[config.mk]
export PLATFORM = sky130hd
export DESIGN_NAME = byte_list_ascending_sorter
export DESIGN_NICKNAME = d
export VERILOG_FILES = /design/src/rtl/bls_pkg.sv /design/src/rtl/bls_front.sv /design/src/rtl/bls_cmd_fifo.sv /design/src/rtl/bls_back.sv /design/src/rtl/byte_list_ascending_sorter.sv
export SDC_FILE = /design/constraint.sdc
export NUM_CORES = 1
export LEC_CHECK = 0
export ABC_AREA = 1
export BUFFER_PORTS_ARGS = -buffer_cell sky130_fd_sc_hd__buf_2
export CAP_MARGIN = 20
export CORE_ASPECT_RATIO = 0.9
export CORE_MARGIN = 5
export CORE_UTILIZATION = 55
export CTS_CLUSTER_DIAMETER = 120
export CTS_CLUSTER_SIZE = 8
export DETAILED_ROUTE_END_ITERATION = 12
export PLACE_DENSITY_LB_ADDON = 0.05
export SLEW_MARGIN = 20
export SYNTH_ARGS = -nofsm -noshare
export SYNTH_HDL_FRONTEND = slang
export SYNTH_HIERARCHICAL = 1
export SYNTH_SLANG_ARGS = --single-unit
[constraint.sdc]
create_clock -name clk_i -period 9.1 [get_ports clk_i]
set_clock_uncertainty 0.1 [all_clocks]
set_input_delay 0.455 -clock clk_i [delete_from_list [all_inputs] [get_ports clk_i]]
set_output_delay 0.455 -clock clk_i [all_outputs]
set_load 0.03 [all_outputs]
[src/rtl/bls_pkg.sv]
// ----------------------------------------------------------------------------
// bls_pkg: shared types and constants of the byte list sorter
// Command word passed from the front end to the back end, plus defaults.
// ----------------------------------------------------------------------------
`default_nettype none

package bls_pkg;

  localparam int unsigned ByteW           = 8;
  localparam int unsigned CapacityDefault = 16;
  localparam int unsigned QueueDepth      = 2;

  // One classified input transaction.
  typedef struct packed {
    logic [ByteW-1:0] value;   // byte carried by the transaction
    logic             store;   // byte fits and goes into the list
    logic             is_end;  // final byte of the list
    logic             err;     // list ran past capacity (only with is_end)
  } cmd_t;

endpackage : bls_pkg

`default_nettype wire

[src/rtl/bls_front.sv]
// ----------------------------------------------------------------------------
// bls_front: input side of the byte list sorter
// Accepts bytes, tracks the list length and flags lists over capacity.
// ----------------------------------------------------------------------------
`default_nettype none

module bls_front
  import bls_pkg::*;
#(
  parameter int unsigned CAPACITY = CapacityDefault
) (
  input  wire logic             clk_i,
  input  wire logic             rst_ni,
  input  wire logic             in_valid_i,
  output logic                  in_ready_o,
  input  wire logic [ByteW-1:0] in_value_i,
  input  wire logic             in_last_i,
  output logic                  push_o,
  output cmd_t                  cmd_o,
  input  wire logic             q_full_i
);

  localparam int unsigned CntW = $clog2(CAPACITY + 1);

  logic [CntW-1:0] cnt_q, cnt_d;
  logic            ovf_q, ovf_d;
  logic            fits;

  assign in_ready_o = !q_full_i;
  assign push_o     = in_valid_i && !q_full_i;
  assign fits       = cnt_q < CntW'(CAPACITY);

  always_comb begin
    cmd_o.value  = in_value_i;
    cmd_o.store  = fits;
    cmd_o.is_end = in_last_i;
    cmd_o.err    = in_last_i && (ovf_q || !fits);
  end

  always_comb begin
    cnt_d = cnt_q;
    ovf_d = ovf_q;
    if (push_o) begin
      if (in_last_i) begin
        cnt_d = '0;
        ovf_d = 1'b0;
      end else if (fits) begin
        cnt_d = cnt_q + 1'b1;
      end else begin
        ovf_d = 1'b1;
      end
    end
  end

  always_ff @(posedge clk_i or negedge rst_ni) begin
    if (!rst_ni) begin
      cnt_q <= '0;
      ovf_q <= 1'b0;
    end else begin
      cnt_q <= cnt_d;
      ovf_q <= ovf_d;
    end
  end

endmodule : bls_front

`default_nettype wire

[src/rtl/bls_cmd_fifo.sv]
// ----------------------------------------------------------------------------
// bls_cmd_fifo: command queue between front and back end
// Small register FIFO; lets either side stall independently.
// ----------------------------------------------------------------------------
`default_nettype none

module bls_cmd_fifo
  import bls_pkg::*;
(
  input  wire logic clk_i,
  input  wire logic rst_ni,
  input  wire logic push_i,
  input  wire cmd_t wdata_i,
  output logic      full_o,
  input  wire logic pop_i,
  output cmd_t      rdata_o,
  output logic      valid_o
);

  localparam int unsigned PtrW = (QueueDepth > 1) ? $clog2(QueueDepth) : 1;
  localparam int unsigned CntW = $clog2(QueueDepth + 1);

  cmd_t            mem_q [QueueDepth];
  logic [PtrW-1:0] wr_q, wr_d, rd_q, rd_d;
  logic [CntW-1:0] cnt_q, cnt_d;
  logic            do_push, do_pop;

  assign full_o  = cnt_q == CntW'(QueueDepth);
  assign valid_o = cnt_q != '0;
  assign rdata_o = mem_q[rd_q];
  assign do_push = push_i && !full_o;
  assign do_pop  = pop_i && valid_o;

  always_comb begin
    wr_d  = wr_q;
    rd_d  = rd_q;
    cnt_d = cnt_q;
    if (do_push) begin
      wr_d = (wr_q == PtrW'(QueueDepth - 1)) ? '0 : wr_q + 1'b1;
    end
    if (do_pop) begin
      rd_d = (rd_q == PtrW'(QueueDepth - 1)) ? '0 : rd_q + 1'b1;
    end
    if (do_push && !do_pop) begin
      cnt_d = cnt_q + 1'b1;
    end else if (do_pop && !do_push) begin
      cnt_d = cnt_q - 1'b1;
    end
  end

  always_ff @(posedge clk_i) begin
    if (do_push) begin
      mem_q[wr_q] <= wdata_i;
    end
  end

  always_ff @(posedge clk_i or negedge rst_ni) begin
    if (!rst_ni) begin
      wr_q  <= '0;
      rd_q  <= '0;
      cnt_q <= '0;
    end else begin
      wr_q  <= wr_d;
      rd_q  <= rd_d;
      cnt_q <= cnt_d;
    end
  end

endmodule : bls_cmd_fifo

`default_nettype wire

[src/rtl/bls_back.sv]
// ----------------------------------------------------------------------------
// bls_back: sorting back end of the byte list sorter
// Ordered insertion row of cells; drained one byte per cycle unless output stalls.
// ----------------------------------------------------------------------------
`default_nettype none

module bls_back
  import bls_pkg::*;
#(
  parameter int unsigned CAPACITY = CapacityDefault
) (
  input  wire logic             clk_i,
  input  wire logic             rst_ni,
  input  wire logic             q_valid_i,
  input  wire cmd_t             q_cmd_i,
  output logic                  pop_o,
  output logic                  out_valid_o,
  input  wire logic             out_ready_i,
  output logic [ByteW-1:0]      out_value_o,
  output logic                  out_last_o,
  output logic                  out_err_o
);

  localparam int unsigned CntW = $clog2(CAPACITY + 1);

  localparam logic [1:0] StLoad  = 2'd0;
  localparam logic [1:0] StDrain = 2'd1;
  localparam logic [1:0] StErr   = 2'd2;

  logic [1:0]       state_q, state_d;
  logic [CntW-1:0]  cnt_q, cnt_d;
  logic [ByteW-1:0] cell_q [CAPACITY];
  logic [ByteW-1:0] cell_d [CAPACITY];
  logic [ByteW-1:0] ins_val [CAPACITY];
  logic [ByteW-1:0] shr_val [CAPACITY];
  logic             le [CAPACITY];
  logic             out_valid_q, out_valid_d;
  logic [ByteW-1:0] out_value_q, out_value_d;
  logic             out_last_q, out_last_d;
  logic             out_err_q, out_err_d;
  logic             out_free;

  // per-cell insert and shift-down candidates
  for (genvar i = 0; i < CAPACITY; i++) begin : g_cell
    assign le[i] = (CntW'(i) < cnt_q) && (cell_q[i] <= q_cmd_i.value);
    if (i == 0) begin : g_first
      assign ins_val[i] = le[i] ? cell_q[i] : q_cmd_i.value;
    end else begin : g_rest
      assign ins_val[i] = le[i] ? cell_q[i] : (le[i-1] ? q_cmd_i.value : cell_q[i-1]);
    end
    if (i == CAPACITY - 1) begin : g_top
      assign shr_val[i] = cell_q[i];
    end else begin : g_mid
      assign shr_val[i] = cell_q[i+1];
    end
  end

  assign pop_o    = q_valid_i && (state_q == StLoad);
  assign out_free = !out_valid_q || out_ready_i;

  always_comb begin
    state_d     = state_q;
    cnt_d       = cnt_q;
    cell_d      = cell_q;
    out_valid_d = out_valid_q;
    out_value_d = out_value_q;
    out_last_d  = out_last_q;
    out_err_d   = out_err_q;
    if (out_valid_q && out_ready_i) begin
      out_valid_d = 1'b0;
    end
    case (state_q)
      StLoad: begin
        if (pop_o) begin
          if (q_cmd_i.store) begin
            cell_d = ins_val;
            cnt_d  = cnt_q + 1'b1;
          end
          if (q_cmd_i.is_end) begin
            state_d = q_cmd_i.err ? StErr : StDrain;
          end
        end
      end
      StDrain: begin
        if (out_free) begin
          out_valid_d = 1'b1;
          out_value_d = cell_q[0];
          out_last_d  = cnt_q == CntW'(1);
          out_err_d   = 1'b0;
          cell_d      = shr_val;
          cnt_d       = cnt_q - 1'b1;
          if (cnt_q == CntW'(1)) begin
            state_d = StLoad;
          end
        end
      end
      StErr: begin
        if (out_free) begin
          out_valid_d = 1'b1;
          out_value_d = '0;
          out_last_d  = 1'b1;
          out_err_d   = 1'b1;
          cnt_d       = '0;
          state_d     = StLoad;
        end
      end
      default: begin
        state_d = StLoad;
        cnt_d   = '0;
      end
    endcase
  end

  always_ff @(posedge clk_i) begin
    cell_q      <= cell_d;
    out_value_q <= out_value_d;
    out_last_q  <= out_last_d;
    out_err_q   <= out_err_d;
  end

  always_ff @(posedge clk_i or negedge rst_ni) begin
    if (!rst_ni) begin
      state_q     <= StLoad;
      cnt_q       <= '0;
      out_valid_q <= 1'b0;
    end else begin
      state_q     <= state_d;
      cnt_q       <= cnt_d;
      out_valid_q <= out_valid_d;
    end
  end

  assign out_valid_o = out_valid_q;
  assign out_value_o = out_value_q;
  assign out_last_o  = out_last_q;
  assign out_err_o   = out_err_q;

endmodule : bls_back

`default_nettype wire

[src/rtl/byte_list_ascending_sorter.sv]
// ----------------------------------------------------------------------------
// byte_list_ascending_sorter: sorts a list of bytes into ascending order
// Front end classifies bytes, a command queue decouples it from the back end,
// which keeps an ordered insertion row and streams it out when the list ends.
// ----------------------------------------------------------------------------
//
//   channel  dir  tdata           tlast     tuser
//   s_axis   in   value[7:0]      last      -
//   m_axis   out  sorted_value    is_last   error
//
// Each byte is inserted into the ordered cell row as it is popped from the
// queue (one compare per cell); once a list ends within capacity, the row
// drains one byte per cycle from the lowest cell while m_axis_tready does
// not stall the output register. An over-capacity list answers with a
// single error transaction.
// Reset clears counters, queue and output valid; cell contents are not reset.
// Input stalls only when the two-entry command queue is full; the output
// register lets the back end hold while m_axis_tready is low.
// ----------------------------------------------------------------------------
`default_nettype none

module byte_list_ascending_sorter
  import bls_pkg::*;
#(
  parameter int unsigned CAPACITY = CapacityDefault
) (
  input  wire logic             clk_i,
  input  wire logic             rst_ni,
  // input stream
  input  wire logic             s_axis_tvalid,
  output logic                  s_axis_tready,
  input  wire logic [ByteW-1:0] s_axis_tdata,   // [7:0] value
  input  wire logic             s_axis_tlast,   // last byte of the list
  // output stream
  output logic                  m_axis_tvalid,
  input  wire logic             m_axis_tready,
  output logic [ByteW-1:0]      m_axis_tdata,   // [7:0] sorted_value
  output logic                  m_axis_tlast,   // is_last
  output logic                  m_axis_tuser    // [0] error
);

  cmd_t push_cmd, pop_cmd;
  logic push, q_full, pop, q_valid;

  // front end: length tracking and overflow classification
  bls_front #(
    .CAPACITY (CAPACITY)
  ) u_front (
    .clk_i      (clk_i),
    .rst_ni     (rst_ni),
    .in_valid_i (s_axis_tvalid),
    .in_ready_o (s_axis_tready),
    .in_value_i (s_axis_tdata),
    .in_last_i  (s_axis_tlast),
    .push_o     (push),
    .cmd_o      (push_cmd),
    .q_full_i   (q_full)
  );

  // decoupling queue
  bls_cmd_fifo u_fifo (
    .clk_i   (clk_i),
    .rst_ni  (rst_ni),
    .push_i  (push),
    .wdata_i (push_cmd),
    .full_o  (q_full),
    .pop_i   (pop),
    .rdata_o (pop_cmd),
    .valid_o (q_valid)
  );

  // back end: ordered insertion and drain
  bls_back #(
    .CAPACITY (CAPACITY)
  ) u_back (
    .clk_i       (clk_i),
    .rst_ni      (rst_ni),
    .q_valid_i   (q_valid),
    .q_cmd_i     (pop_cmd),
    .pop_o       (pop),
    .out_valid_o (m_axis_tvalid),
    .out_ready_i (m_axis_tready),
    .out_value_o (m_axis_tdata),
    .out_last_o  (m_axis_tlast),
    .out_err_o   (m_axis_tuser)
  );

  // error result is a lone, zero-valued, final transaction
  a_err_shape: assert property (@(posedge clk_i) disable iff (!rst_ni)
    m_axis_tvalid && m_axis_tuser |-> m_axis_tlast && (m_axis_tdata == '0))
    else $error("error result not shaped as a single last transaction");

  // drain keeps the output stream busy until the final byte
  a_drain_gapless: assert property (@(posedge clk_i) disable iff (!rst_ni)
    m_axis_tvalid && m_axis_tready && !m_axis_tlast |=> m_axis_tvalid)
    else $error("gap inside a sorted list");

  // bytes within a list come out in ascending order
  a_ascending: assert property (@(posedge clk_i) disable iff (!rst_ni)
    m_axis_tvalid && m_axis_tready && !m_axis_tlast |=>
      m_axis_tdata >= $past(m_axis_tdata))
    else $error("sorted output went down");

endmodule : byte_list_ascending_sorter

`default_nettype wire
After elaboration in Yosys (flattened, before gate mapping)
Memory sizes are Yosys's and may differ from the RTL's.
Index checks and enable logic that the tools add are counted.
{ "word_totals": {"out_inout_bits": 12, "mem_bits_rw": 22, "mem_count": 1, "ff_bits": 156, "input_bits": 13} }
{ "op_classes": {"addsub": 7, "n_reduce_logical": 59, "n_eq_ne": 26, "n_lt_le_gt_ge": 33, "muxes": 68, "bitwise": 2} }
{ "mem_list": {"columns": ["memory", "depth", "width", "read_ports", "rd_ports_with_merged_regs", "wr", "line_no", "text"], "rows": [
  ["u_fifo.mem_q", 2, 11, 1, 0, 1, "bls_cmd_fifo.sv:23", "cmd_t mem_q [QueueDepth];"]
]} }
{ "ops": {"columns": ["operator", "count"], "rows": [
  ["$mux W128", 3],
  ["$mux W8", 33],
  ["$pmux W128 S2", 1],
  ["$le A8 B8 Y1", 16],
  ["$reduce_and A5 Y1", 17],
  ["$lt A4 B5 Y1 const A", 8],
  ["$ne A2 B2 Y1 const B", 19],
  ["$mux W5", 6],
  ["$logic_and A1 B1 Y1", 24],
  ["$lt A3 B5 Y1 const A", 4],
  ["$mux W2", 8],
  ["$pmux W8 S2", 1],
  ["$pmux W5 S3", 1],
  ["$mux W1", 12],
  ["$add A5 B1 Y5 const B", 2],
  ["$lt A1 B5 Y1 const A", 2],
  ["$lt A2 B5 Y1 const A", 2],
  ["$reduce_bool A2 Y1", 5],
  ["$ne A2 B1 Y1 const B", 3],
  ["$pmux W2 S3", 1],
  ["$eq A5 B1 Y1 const B", 1],
  ["$logic_not A1 Y1", 5],
  ["$lt A5 B5 Y1 const B", 1],
  ["$sub A5 B1 Y5 const B", 1],
  ["13 further kinds", 19]
]} }

Longest topological paths before layout
Gate-level depths: netlist of the first run.
{ "logic_depth": {"ltp_word": 8, "mapped_depth": 18} }

Modules after synthesis
Netlist of the first run, hierarchy kept.
{ "by_module_without_submodules": {"columns": ["mod", "area_each_um2", "cells_each", "instances"], "rows": [
  ["bls_back", 11299.6, 1511, 1],
  ["bls_cmd_fifo", 1037.2, 89, 1],
  ["bls_front", 421.7, 56, 1]
]} }

Worst setup path after synthesis of the first run
Ideal clock, no wire load.
{ "synth_path": {"path_kind": "flip-flop to flip-flop", "from": "register u_fifo.rd_q", "to": "register u_back/cell_q[80] (netlist bit) (enable)", "path_stages_with_launch": 15, "period_less_slack_ns": 3.363, "t_arrival_ns": 2.888, "slack_ns": 5.737, "cell_sequence": "dfrtp_1 -> inv_2 -> buf_2 -> nand2_1 -> nand2_1 -> inv_1 -> clkbuf_1 -> ha_1 -> nand2_1 -> nor2_1 -> nand4_1 -> nand2_1 -> nand2_1 -> nand2_1 -> a21oi_1"} }
{ "synth_lines": {"columns": ["element", "line_no", "text"], "rows": [
  ["start, declared", "bls_cmd_fifo.sv:24", "logic [PtrW-1:0] wr_q, wr_d, rd_q, rd_d;"],
  ["start signal, assigned", "bls_cmd_fifo.sv:64", "rd_q <= rd_d;"],
  ["end signal, assigned", "bls_back.sv:115", "cell_q <= cell_d;"],
  ["end, declared", "bls_back.sv:32", "logic [ByteW-1:0] cell_q [CAPACITY];"]
]} }

==> results of run 1 <==
## through the flow
stage	util	hold slack (ns)
2_1_floorplan	-	0.0594
3_3_place_gp	0.578	0.325
3_5_place_dp	0.578	0.333
4_1_cts	0.607	0.0590
5_1_grt	0.607	0.0516
6_report	0.607	0.0798
## worst max-delay path, delay by kind of cell (launching register included)
kind,cells,cell delay [ns]
buf+inv,4,1.13
simple gates,10,0.89
compound gates,1,0.63
flops,1,0.61
fa+ha+maj,1,0.21
## layer usage
layer | vias up | track usage | wire (um)
li1 | 5439 | - | -
met3 | 42 | 0.0454 | 2150
met1 | 5024 | 0.376 | 15600
met2 | 337 | 0.388 | 14700
met5 | - | 0 | 0
met4 | 0 | 0.0665 | 460
## layout make-up
cell class,instances,share of cell area
inverter,217,0.0593
tap,297,0.0270
timing repair buffer,35,0.0149
clock inverter,15,0.0163
multi-input combinational,1208,0.469
clock buffer,17,0.0309
sequential,178,0.382
## worst paths after layout
kind	from	endpoint	slack [ns]	cells after the start
worst max-delay path	u_fifo/rd_q	u_back/cell_q[22]	5.12	16
max in group asynchronous	rst_ni	u_back/cnt_q[2]	8.20	2
min in group asynchronous	rst_ni	u_front/cnt_q[2]	0.37	2
worst min register to register	u_fifo/cnt_q[1]	u_fifo/cnt_q[1]	0.39	2
worst min-delay path	s_axis_tdata[4]	u_fifo/mem_q[1][7]	0.08	1
worst max register to register	u_fifo/rd_q	u_back/cell_q[22]	5.12	16
## registers in the layout, indices dropped and copies added (netlist names), 2 cells and up
register            cells
u_fifo/cnt_q            2
u_back/cell_q         128
u_back/state_q          2
u_back/out_value_o      8
u_back/cnt_q            5
u_front/cnt_q           5
u_fifo/mem_q           22
## placed cells by master, fill, tap and decap left out, types with 2 or more instances in the layout
master     Yosys  final
o21ai_1        2      2
nor2_4         4      4
inv_2          8      7
dfrtp_1       18     18
edfxtp_1     160    160
inv_6          0      2
a21oi_1       46     45
inv_1        207    207
nand2_1      587    587
nand4_1       17     17
o21ai_2        7      7
buf_4         11     10
o21ai_0       31     31
nor2_2         4      4
a21o_1        16     16
o21bai_1       8      8
clkinv_1       2      2
clkbuf_16      0     17
nand3_1      240    240
clkinv_8       0      6
nand2_2       16     16
buf_2          5     24
nor2_1        83     83
a31oi_1        2      2
ha_1         136    135
inv_12         0      6
## logic make-up after synthesis
family / share of synthesized area
flops: 0.412
simple gates: 0.315
fa+ha+maj: 0.133
compound gates: 0.0552
xor+xnor: 0.000687
buf+inv: 0.0838
==> results by group, run 1 <==
Setup path
  • CP peak stage delay: around 0.63 ns
  • CP Cell Sequence: inv_2 > nand2_1 > nand2_1 > inv_1 > buf_4 > ha_1 > nand2_1 > inv_1 > nand2_1 > nand2_1 > nand2_1 > nand2_1 > nand2_1 > nand2_2 > nand2_1 > a21oi_1
  • CP dominant cell by count: nand2_1
  • CP Launch Type: register
  • Maximum fanout along the worst path: 18
  • Worst setup path category: reg -> reg
  • Worst EP required: 9.08 ns
  • Critical path endpoint category: register
  • Critical Path AT: 3.95 ns
  • CP max-delay cell: a21oi_1

Logic synthesis
  • Synth cell types: 34
  • Syn Nets: about 1,800
  • Top cell type's share of synthesized area: 0.377
  • Post-synth EDFFs: 160
  • Post-Syn Instances: about 1,700
  • FFs w/ async S/R, synth: 0.101
  • Sequential area share after synthesis: 0.412
  • Synth top area cells: edfxtp_1, nand2_1, ha_1, nand3_1, inv_1
  • Leading cell types by count after synthesis: nand2_1, nand3_1, inv_1, edfxtp_1, ha_1
  • Top FF cell, synth: edfxtp_1
  • Synth Register Bits: 178
  • Ys Warns: 6
  • Most common cell in the netlist: nand2_1
  • Synth Cell Area: 0.0128 mm2
  • Synth area leader: edfxtp_1
  • Avg Cell Area, Syn: between 7 and 8 um2

Placement
  • Setup WS pre-CTS: 5.19 ns
  • Number of port buffers: 24
  • Placed cell count: 1,934
  • Detailed Place HPWL: 22,700 um
  • Placed inst area: 0.0131 mm2
  • Routability cong.: 0.856

Floorplanning
  • Core area: 0.0226 mm2
  • Io pins: 25
  • Row count: 52
  • Die Y: 154 um
  • Die ar.: 0.0263 mm2
  • Die span in x: between 150 and 200 um
  • Initial Util: 0.563

Global routing
  • Global-route wire length before repair: 53,500 um
  • Overall routing resource usage: 0.254
  • Vias in the first global route: 10,447
  • Initial antenna violation count: 0
  • Largest net degree at the start of global routing: about 100
  • GRT overflow: 0

STA
  • Setup TNS: 0 ns
  • FMAX: 251 MHz
  • Final Hold Viols: 0
  • RSZ-0062 raised after global routing: no
  • Tcrit/Tclk final: 0.437
  • Worst rel slew slack: 0.286
  • Setup violators final: 0
  • Tmin final: 3.98 ns
  • Slew of the pin with the lowest slew margin: 1.07 ns
  • Final WS setup: between 5 and 6 ns
  • Max-slew violation count: 0

Routing
  • Post-Route WL: 32,900 um
  • Routed vias: 10,842
  • First DRT Iteration DRCs: 880
  • Routed len/inst: 16.7 um
  • Detail Route Antenna Nets: 0
  • Number of vias per cell: 5.51
  • DRT Pass-1 Iters: 5
  • Remaining DRCs: 0

Finish
  • Final net count: 1,806
  • Design area: 0.0137 mm2
  • Non-filler instance count after layout: 1,967
  • Sequential cell area: roughly 0.0053 mm2
  • Fillers: 2,029
  • Multi-input gate area: 0.00645 mm2
  • Area grow syn2layout: 7.76%
  • Layout cells sized above 1: 0.0671
  • Diodes inserted: 0

Clock network
  • # Post-CTS Setup Buffers: 0
  • Post-CTS sizing: 0
  • CTS Buf Count: 17
  • CTS tree: done
  • Clk root buf: clkbuf_16
  • Clk Latency, worst-skew pair: 0.46 ns
  • Post-CTS Hold Buffers: 1
  • CTS sink count: approximately 180
  • Clock buffer depth: 2
  • CTS H-tree depth: 4
  • Clock Pin Slew Worst Setup and Hold Paths: about 0.090 ns

Worst hold path
  • Worst hold path type: in -> reg

Outcome
  • Status: finished, final reports clean

Run
  • Max-cap viol count: 0
Power of run 1 is not shown: default switching activity piles up to over one toggle a cycle in this logic, so the estimate is an artifact.
==> inputs of run 2 (changes only) <==
Clock period 9.1 ns to 4.14 ns, I/O delays scaled along.
==> run 2 against run 1 <==
Against the previous run: critical path depth shrank 2; utilization grew 1.3 points; global-route usage grew 0.96 points; non-clock buffer count grew 33; clock-buffer cell count is the same; hold slack lost 0.062 ns; fmax grew 11%; routed wire length grew 4.3%; final cell count grew 1.7%; register-to-register slack lost 4.6 ns; worst setup slack lost 4.6 ns.
==> results by group, run 2 (synthesis results as in run 1) <==
Outcome
  • Status: finished, final reports clean

Finish
  • Most frequent cells in the layout: nand2_1, nand3_1, inv_1
  • Layout cells sized above 1: 0.0787 (+0.0116)
  • Final net count: 1,839 (+1.8%)
  • Area grow syn2layout: 10.0%
  • Fillers: 2,002 (-1.3%)
  • Biggest register: u_back/cell_q
  • Most common cell after layout, fill and taps aside: nand2_1
  • Max reg flops: 128 (unchanged)
  • Diodes inserted: 0 (unchanged)

Setup path
  • Worst setup path category: reg -> reg
  • CP Launch Type: register
  • Critical Path AT: 3.58 ns (-0.37 ns)
  • CP peak stage delay: 0.64 ns (about the same)
  • CP max-delay cell: a21oi_1
  • Maximum fanout along the worst path: 13 (-5)
  • CP bufs+invs: 3 (-1)
  • CP Cell Sequence: inv_2 > nand2_1 > nand2_1 > inv_1 > buf_4 > ha_1 > nand2_1 > nor2_1 > nand2_1 > nand2_1 > nand2_1 > nand2_1 > nand2_1 > a21oi_1
  • Worst EP required: 4.12 ns (-4.96 ns)
  • Critical path endpoint category: register
  • CP dominant cell by count: nand2_1
  • Delay-heaviest family, CP: simple AND/OR/NAND/NOR gates

Global routing
  • Initial antenna violation count: 0 (unchanged)
  • Overall routing resource usage: 0.264 (+0.00961)
  • GRT overflow: 0 (unchanged)
  • Vias in the first global route: 10,259 (-1.8%)
  • Largest net degree at the start of global routing: 91 (-12%)
  • Global-route wire length before repair: 55,200 um (+3.2%)

STA
  • Slew of the pin with the lowest slew margin: 1.03 ns (-0.0362 ns)
  • RSZ-0062 raised after global routing: no
  • FMAX: 278 MHz (+11%)
  • Tmin final: 3.60 ns (-0.378 ns)
  • Final Hold Viols: 0 (unchanged)
  • Setup violators final: 0 (unchanged)
  • Max-slew violation count: 0 (unchanged)
  • Worst rel slew slack: 0.303 (+0.0168)
  • Setup TNS: 0 ns (unchanged)
  • Tcrit/Tclk final: 0.869 (+0.432)

Placement
  • Routability cong.: 0.877 (+2.4%)
  • Number of port buffers: 24 (unchanged)
  • Detailed Place HPWL: 24,800 um (+8.9%)

Routing
  • Routed vias: 11,068 (+2.1%)
  • Number of vias per cell: 5.53 (+0.40%)
  • Remaining DRCs: 0 (unchanged)
  • First DRT Iteration DRCs: 1,148 (+30%)
  • Routed len/inst: 17.2 um (+2.6%)
  • DRT Pass-1 Iters: 5 (unchanged)
  • Post-Route WL: 34,300 um (+4.3%)
  • Detail Route Antenna Nets: 0 (unchanged)

Clock network
  • CTS H-tree depth: 4 (unchanged)
  • Clk root buf: clkbuf_16
  • Clk Latency, worst-skew pair: 0.45 ns (about the same)
  • CTS Buf Count: 17 (unchanged)
  • Clock Pin Slew Worst Setup and Hold Paths: 0.09 ns (about the same)
  • # Post-CTS Setup Buffers: 0 (unchanged)
  • CTS sink count: 178 (unchanged)
  • CTS tree: done
  • Clock buffer depth: 2 (unchanged)

Floorplanning
  • Io pins: 25 (unchanged)
  • Initial Util: 0.563 (unchanged)
  • Row count: 52 (unchanged)
  • Die ar.: 0.0263 mm2 (unchanged)
  • Core area: 0.0226 mm2 (unchanged)
  • Die Y: 154 um (unchanged)
  • Die span in x: 171 um (unchanged)

Worst hold path
  • Worst hold path type: in -> reg

Run
  • Max-cap viol count: 0 (unchanged)
-- run 2: worst register-to-register path: stages (launching register included) --
cell and delay (ns):
dfrtp_1 0.53, inv_2 0.24, nand2_1 0.07, nand2_1 0.09, inv_1 0.18, buf_4 0.21
ha_1 0.29, nand2_1 0.07, nor2_1 0.15, nand2_1 0.07, nand2_1 0.06, nand2_1 0.17
nand2_1 0.29, nand2_1 0.08, a21oi_1 0.64
-- run 2: timing repair --
action | in CTS | in global routing
hold buffers | 11 | 0
hold endpoints to repair | 37 | 0
endpoints found under the setup margin | 0 | 0
gates resized for setup | 0 | 0
-- run 2: metrics by stage --
| step | util | hold slack, ns | cell area [um2] | instances | setup WS, ns |
|---|---|---|---|---|---|
| 2_1_floorplan | - | -0.189 | 12800 | 1656 | 0.777 |
| 3_3_place_gp | 0.586 | 0.0860 | 13300 | 1957 | 0.716 |
| 3_5_place_dp | 0.586 | 0.0925 | 13300 | 1957 | 0.613 |
| 4_1_cts | 0.620 | 0.00189 | 14000 | 2000 | 0.599 |
| 5_1_grt | 0.620 | 0.0348 | 14000 | 2000 | 0.283 |
| 6_report | 0.620 | 0.0180 | 14000 | 2000 | 0.542 |
-- run 2: layout make-up --
cell class / instances / area [um2] / share of cell area
Tap cell: 297 / 372 / 0.0265
Clock inverter: 15 / 229 / 0.0163
Timing Repair Buffer: 68 / 490 / 0.0349
Clock buffer: 17 / 425 / 0.0303
Inverter: 217 / 816 / 0.0581
Sequential cell: 178 / 5260 / 0.374
Multi-Input combinational cell: 1208 / 6450 / 0.459
-- run 2: routing by layer --
metal / routed length [um] / share of wire / vias to the layer above / track usage
met5: 0 / 0 / - / 0
met4: 569 / 0.017 / 0 / 0.0677
met3: 2470 / 0.072 / 46 / 0.0347
met2: 15400 / 0.45 / 398 / 0.410
met1: 15900 / 0.46 / 5118 / 0.392
li1: - / - / 5506 / -
-- run 2: path summary, 6_finish.rpt --
check,from,to,slack (ns),depth (start not counted)
min reg2reg,u_fifo/cnt_q[1],u_fifo/cnt_q[1],0.39,2
max,u_fifo/rd_q,u_back/cell_q[87],0.54,14
min in group asynchronous,rst_ni,u_front/cnt_q[2],0.14,2
max in group asynchronous,rst_ni,u_back/cnt_q[2],3.45,2
max reg2reg,u_fifo/rd_q,u_back/cell_q[87],0.54,14
min,s_axis_tvalid,u_front/ovf_q,0.02,5
Power of run 2 is left out for the same reason.
==> inputs of run 3 (changes only) <==
Settings changed: RECOVER_POWER set to 50.
==> run 3 against run 2 <==
Against the previous run: the flow now finishes with violations (capacitance limit, slew limit); sequential share of layout area up 0.28 points; first-iteration DRC count down 5.0%; worst setup slack worse by 0.12 ns; fmax down 3.2%; clock-buffer cell count unchanged; largest cell class unchanged.
==> results by group, run 3 (synthesis results as in run 1) <==
Setup path
  • CP peak stage delay: 0.52 ns (-0.12 ns)
  • WP depth: 14 (unchanged)
  • CP dominant cell by count: nand2_1
  • Delay-heaviest family, CP: simple AND/OR/NAND/NOR gates
  • R2R Setup Slk: 0.42 ns (-0.12 ns)
  • Critical path endpoint category: register
  • CP Launch Type: register
  • Worst EP required: 4.15 ns (+0.03 ns)
  • CP max-delay cell: dfrtp_1
  • R2R depth: 14 (unchanged)
  • CP Cell Sequence: inv_1 > nand2_1 > nand2_1 > inv_1 > buf_4 > ha_1 > nand2_1 > nor2_1 > nand2_1 > nand2_1 > nand2_1 > nand2_1 > o21ai_0 > inv_1
  • CP bufs+invs: 4 (+1)
  • Maximum fanout along the worst path: 13 (unchanged)
  • Worst setup path category: reg -> reg
  • Critical Path AT: 3.72 ns (+0.14 ns)

Clock network
  • # Post-CTS Setup Buffers: 0 (unchanged)
  • Post-CTS sizing: 0 (unchanged)
  • Clock buffer depth: 2 (unchanged)
  • CTS H-tree depth: 4 (unchanged)
  • CTS tree: done
  • CTS sink count: 178 (unchanged)
  • CTS Buf Count: 17 (unchanged)
  • Post-CTS Hold Buffers: 11 (unchanged)
  • Clk root buf: clkbuf_16
  • Clock Pin Slew Worst Setup and Hold Paths: 0.09 ns (about the same)
  • Clk Latency, worst-skew pair: 0.45 ns (about the same)

Floorplanning
  • Io pins: 25 (unchanged)
  • Core area: 0.0226 mm2 (unchanged)
  • Initial Util: 0.563 (unchanged)
  • Die span in x: 171 um (unchanged)
  • Die Y: 154 um (unchanged)
  • Row count: 52 (unchanged)
  • Die ar.: 0.0263 mm2 (unchanged)

Finish
  • Diodes inserted: 0 (unchanged)
  • Biggest register: u_back/cell_q
  • Max reg flops: 128 (unchanged)
  • Final net count: 1,839 (unchanged)
  • Fillers: 2,032 (+1.5%)
  • Layout cells sized above 1: 0.0570 (-0.0217)
  • Area grow syn2layout: 9.19%
  • Most frequent cells in the layout: nand2_1, nand3_1, inv_1
  • Most common cell after layout, fill and taps aside: nand2_1

STA
  • Slew of the pin with the lowest slew margin: 1.81 ns (+0.777 ns)
  • RSZ-0062 raised after global routing: no
  • Max-slew violation count: 91 (+91)
  • FMAX: 269 MHz (-3.2%)
  • Tmin final: 3.72 ns (+0.120 ns)
  • Final Hold Viols: 0 (unchanged)
  • Tcrit/Tclk final: 0.898 (+0.0291)
  • Setup violators final: 0 (unchanged)
  • Setup TNS: 0 ns (unchanged)
  • Worst rel slew slack: -0.207 (-0.510)

Global routing
  • Overall routing resource usage: 0.264 (unchanged)
  • Met3 Use GR: 0.0347 (unchanged)
  • Initial antenna violation count: 0 (unchanged)
  • Global-route layer with the greatest usage: met2
  • Global-route wire length before repair: 55,200 um (unchanged)
  • GRT overflow: 0 (unchanged)
  • GR Util met1: 0.392 (unchanged)
  • Vias in the first global route: 10,259 (unchanged)
  • M2 GR Usage: 0.410 (unchanged)
  • Largest net degree at the start of global routing: 91 (unchanged)

Placement
  • Routability cong.: 0.877 (unchanged)
  • Number of port buffers: 24 (unchanged)
  • Detailed Place HPWL: 24,800 um (unchanged)

Routing
  • Remaining DRCs: 0 (unchanged)
  • Post-Route WL: 34,400 um (+0.15%)
  • DRT Pass-1 Iters: 5 (unchanged)
  • Routed vias: 11,054 (-0.13%)
  • Detail Route Antenna Nets: 0 (unchanged)
  • First DRT Iteration DRCs: 1,091 (-5.0%)
  • Number of vias per cell: 5.53 (-0.13%)
  • Routed len/inst: 17.2 um (+0.15%)

Outcome
  • Status: finished, violations left
  • Failing checks: capacitance limit, slew limit

Run
  • Max-cap viol count: 1 (+1)

Worst hold path
  • Hold path depth: 5 (unchanged)
  • Worst hold path type: in -> reg
run 3: cell count changes in the layout (fill, tap and decap cells not counted), moves of 4 or more:
cell      previous run  this run
clkbuf_1             0        20
buf_4               32        28
nand2_1            587       596
nand2_2             16         7
buf_2               24         5
nor2_1              83        87
run 3: routing by layer:
layer  vias to the layer above  part of all wire
met5                         -                 0
li1                       5501                 -
met1                      5127              0.47
met3                        46             0.067
met2                       380              0.45
met4                         0             0.014
run 3: path summary, 6_finish.rpt:
| check | startpoint | to |
|---|---|---|
| max in group asynchronous | rst_ni | u_back/cnt_q[2] |
| min in group asynchronous | rst_ni | u_front/cnt_q[2] |
| setup reg to reg | u_fifo/rd_q | u_back/cell_q[100] |
| hold / removal | s_axis_tvalid | u_front/ovf_q |
| hold reg to reg | u_fifo/cnt_q[1] | u_fifo/cnt_q[1] |
| setup / recovery | u_fifo/rd_q | u_back/cell_q[100] |
run 3: final cells by class:
class	instances	area, um2	share of cell area
Tap cell	297	372	0.0267
Multi-Input combinational cell	1208	6380	0.458
Sequential cell	178	5260	0.377
Clock buffer	17	425	0.0305
Timing Repair Buffer	68	455	0.0327
Clock inverter	15	229	0.0164
Inverter	217	816	0.0586
run 3: worst min-delay path, stage by stage:
cell and delay (ns):
buf_2 0.11, inv_2 0.04, nor2_1 0.09, nand2_1 0.08, a21oi_1 0.05
run 3: metrics by stage:
step	setup slack (ns)	instances	util	instance area (um2)	hold slack (ns)
5_1_grt	0.145	2000	0.615	13900	0.0944
3_3_place_gp	0.716	1957	0.586	13300	0.0860
4_1_cts	0.599	2000	0.620	14000	0.00189
2_1_floorplan	0.777	1656	-	12800	-0.189
6_report	0.421	2000	0.615	13900	0.0689
3_5_place_dp	0.613	1957	0.586	13300	0.0925
Power of run 3 is left out for the same reason.
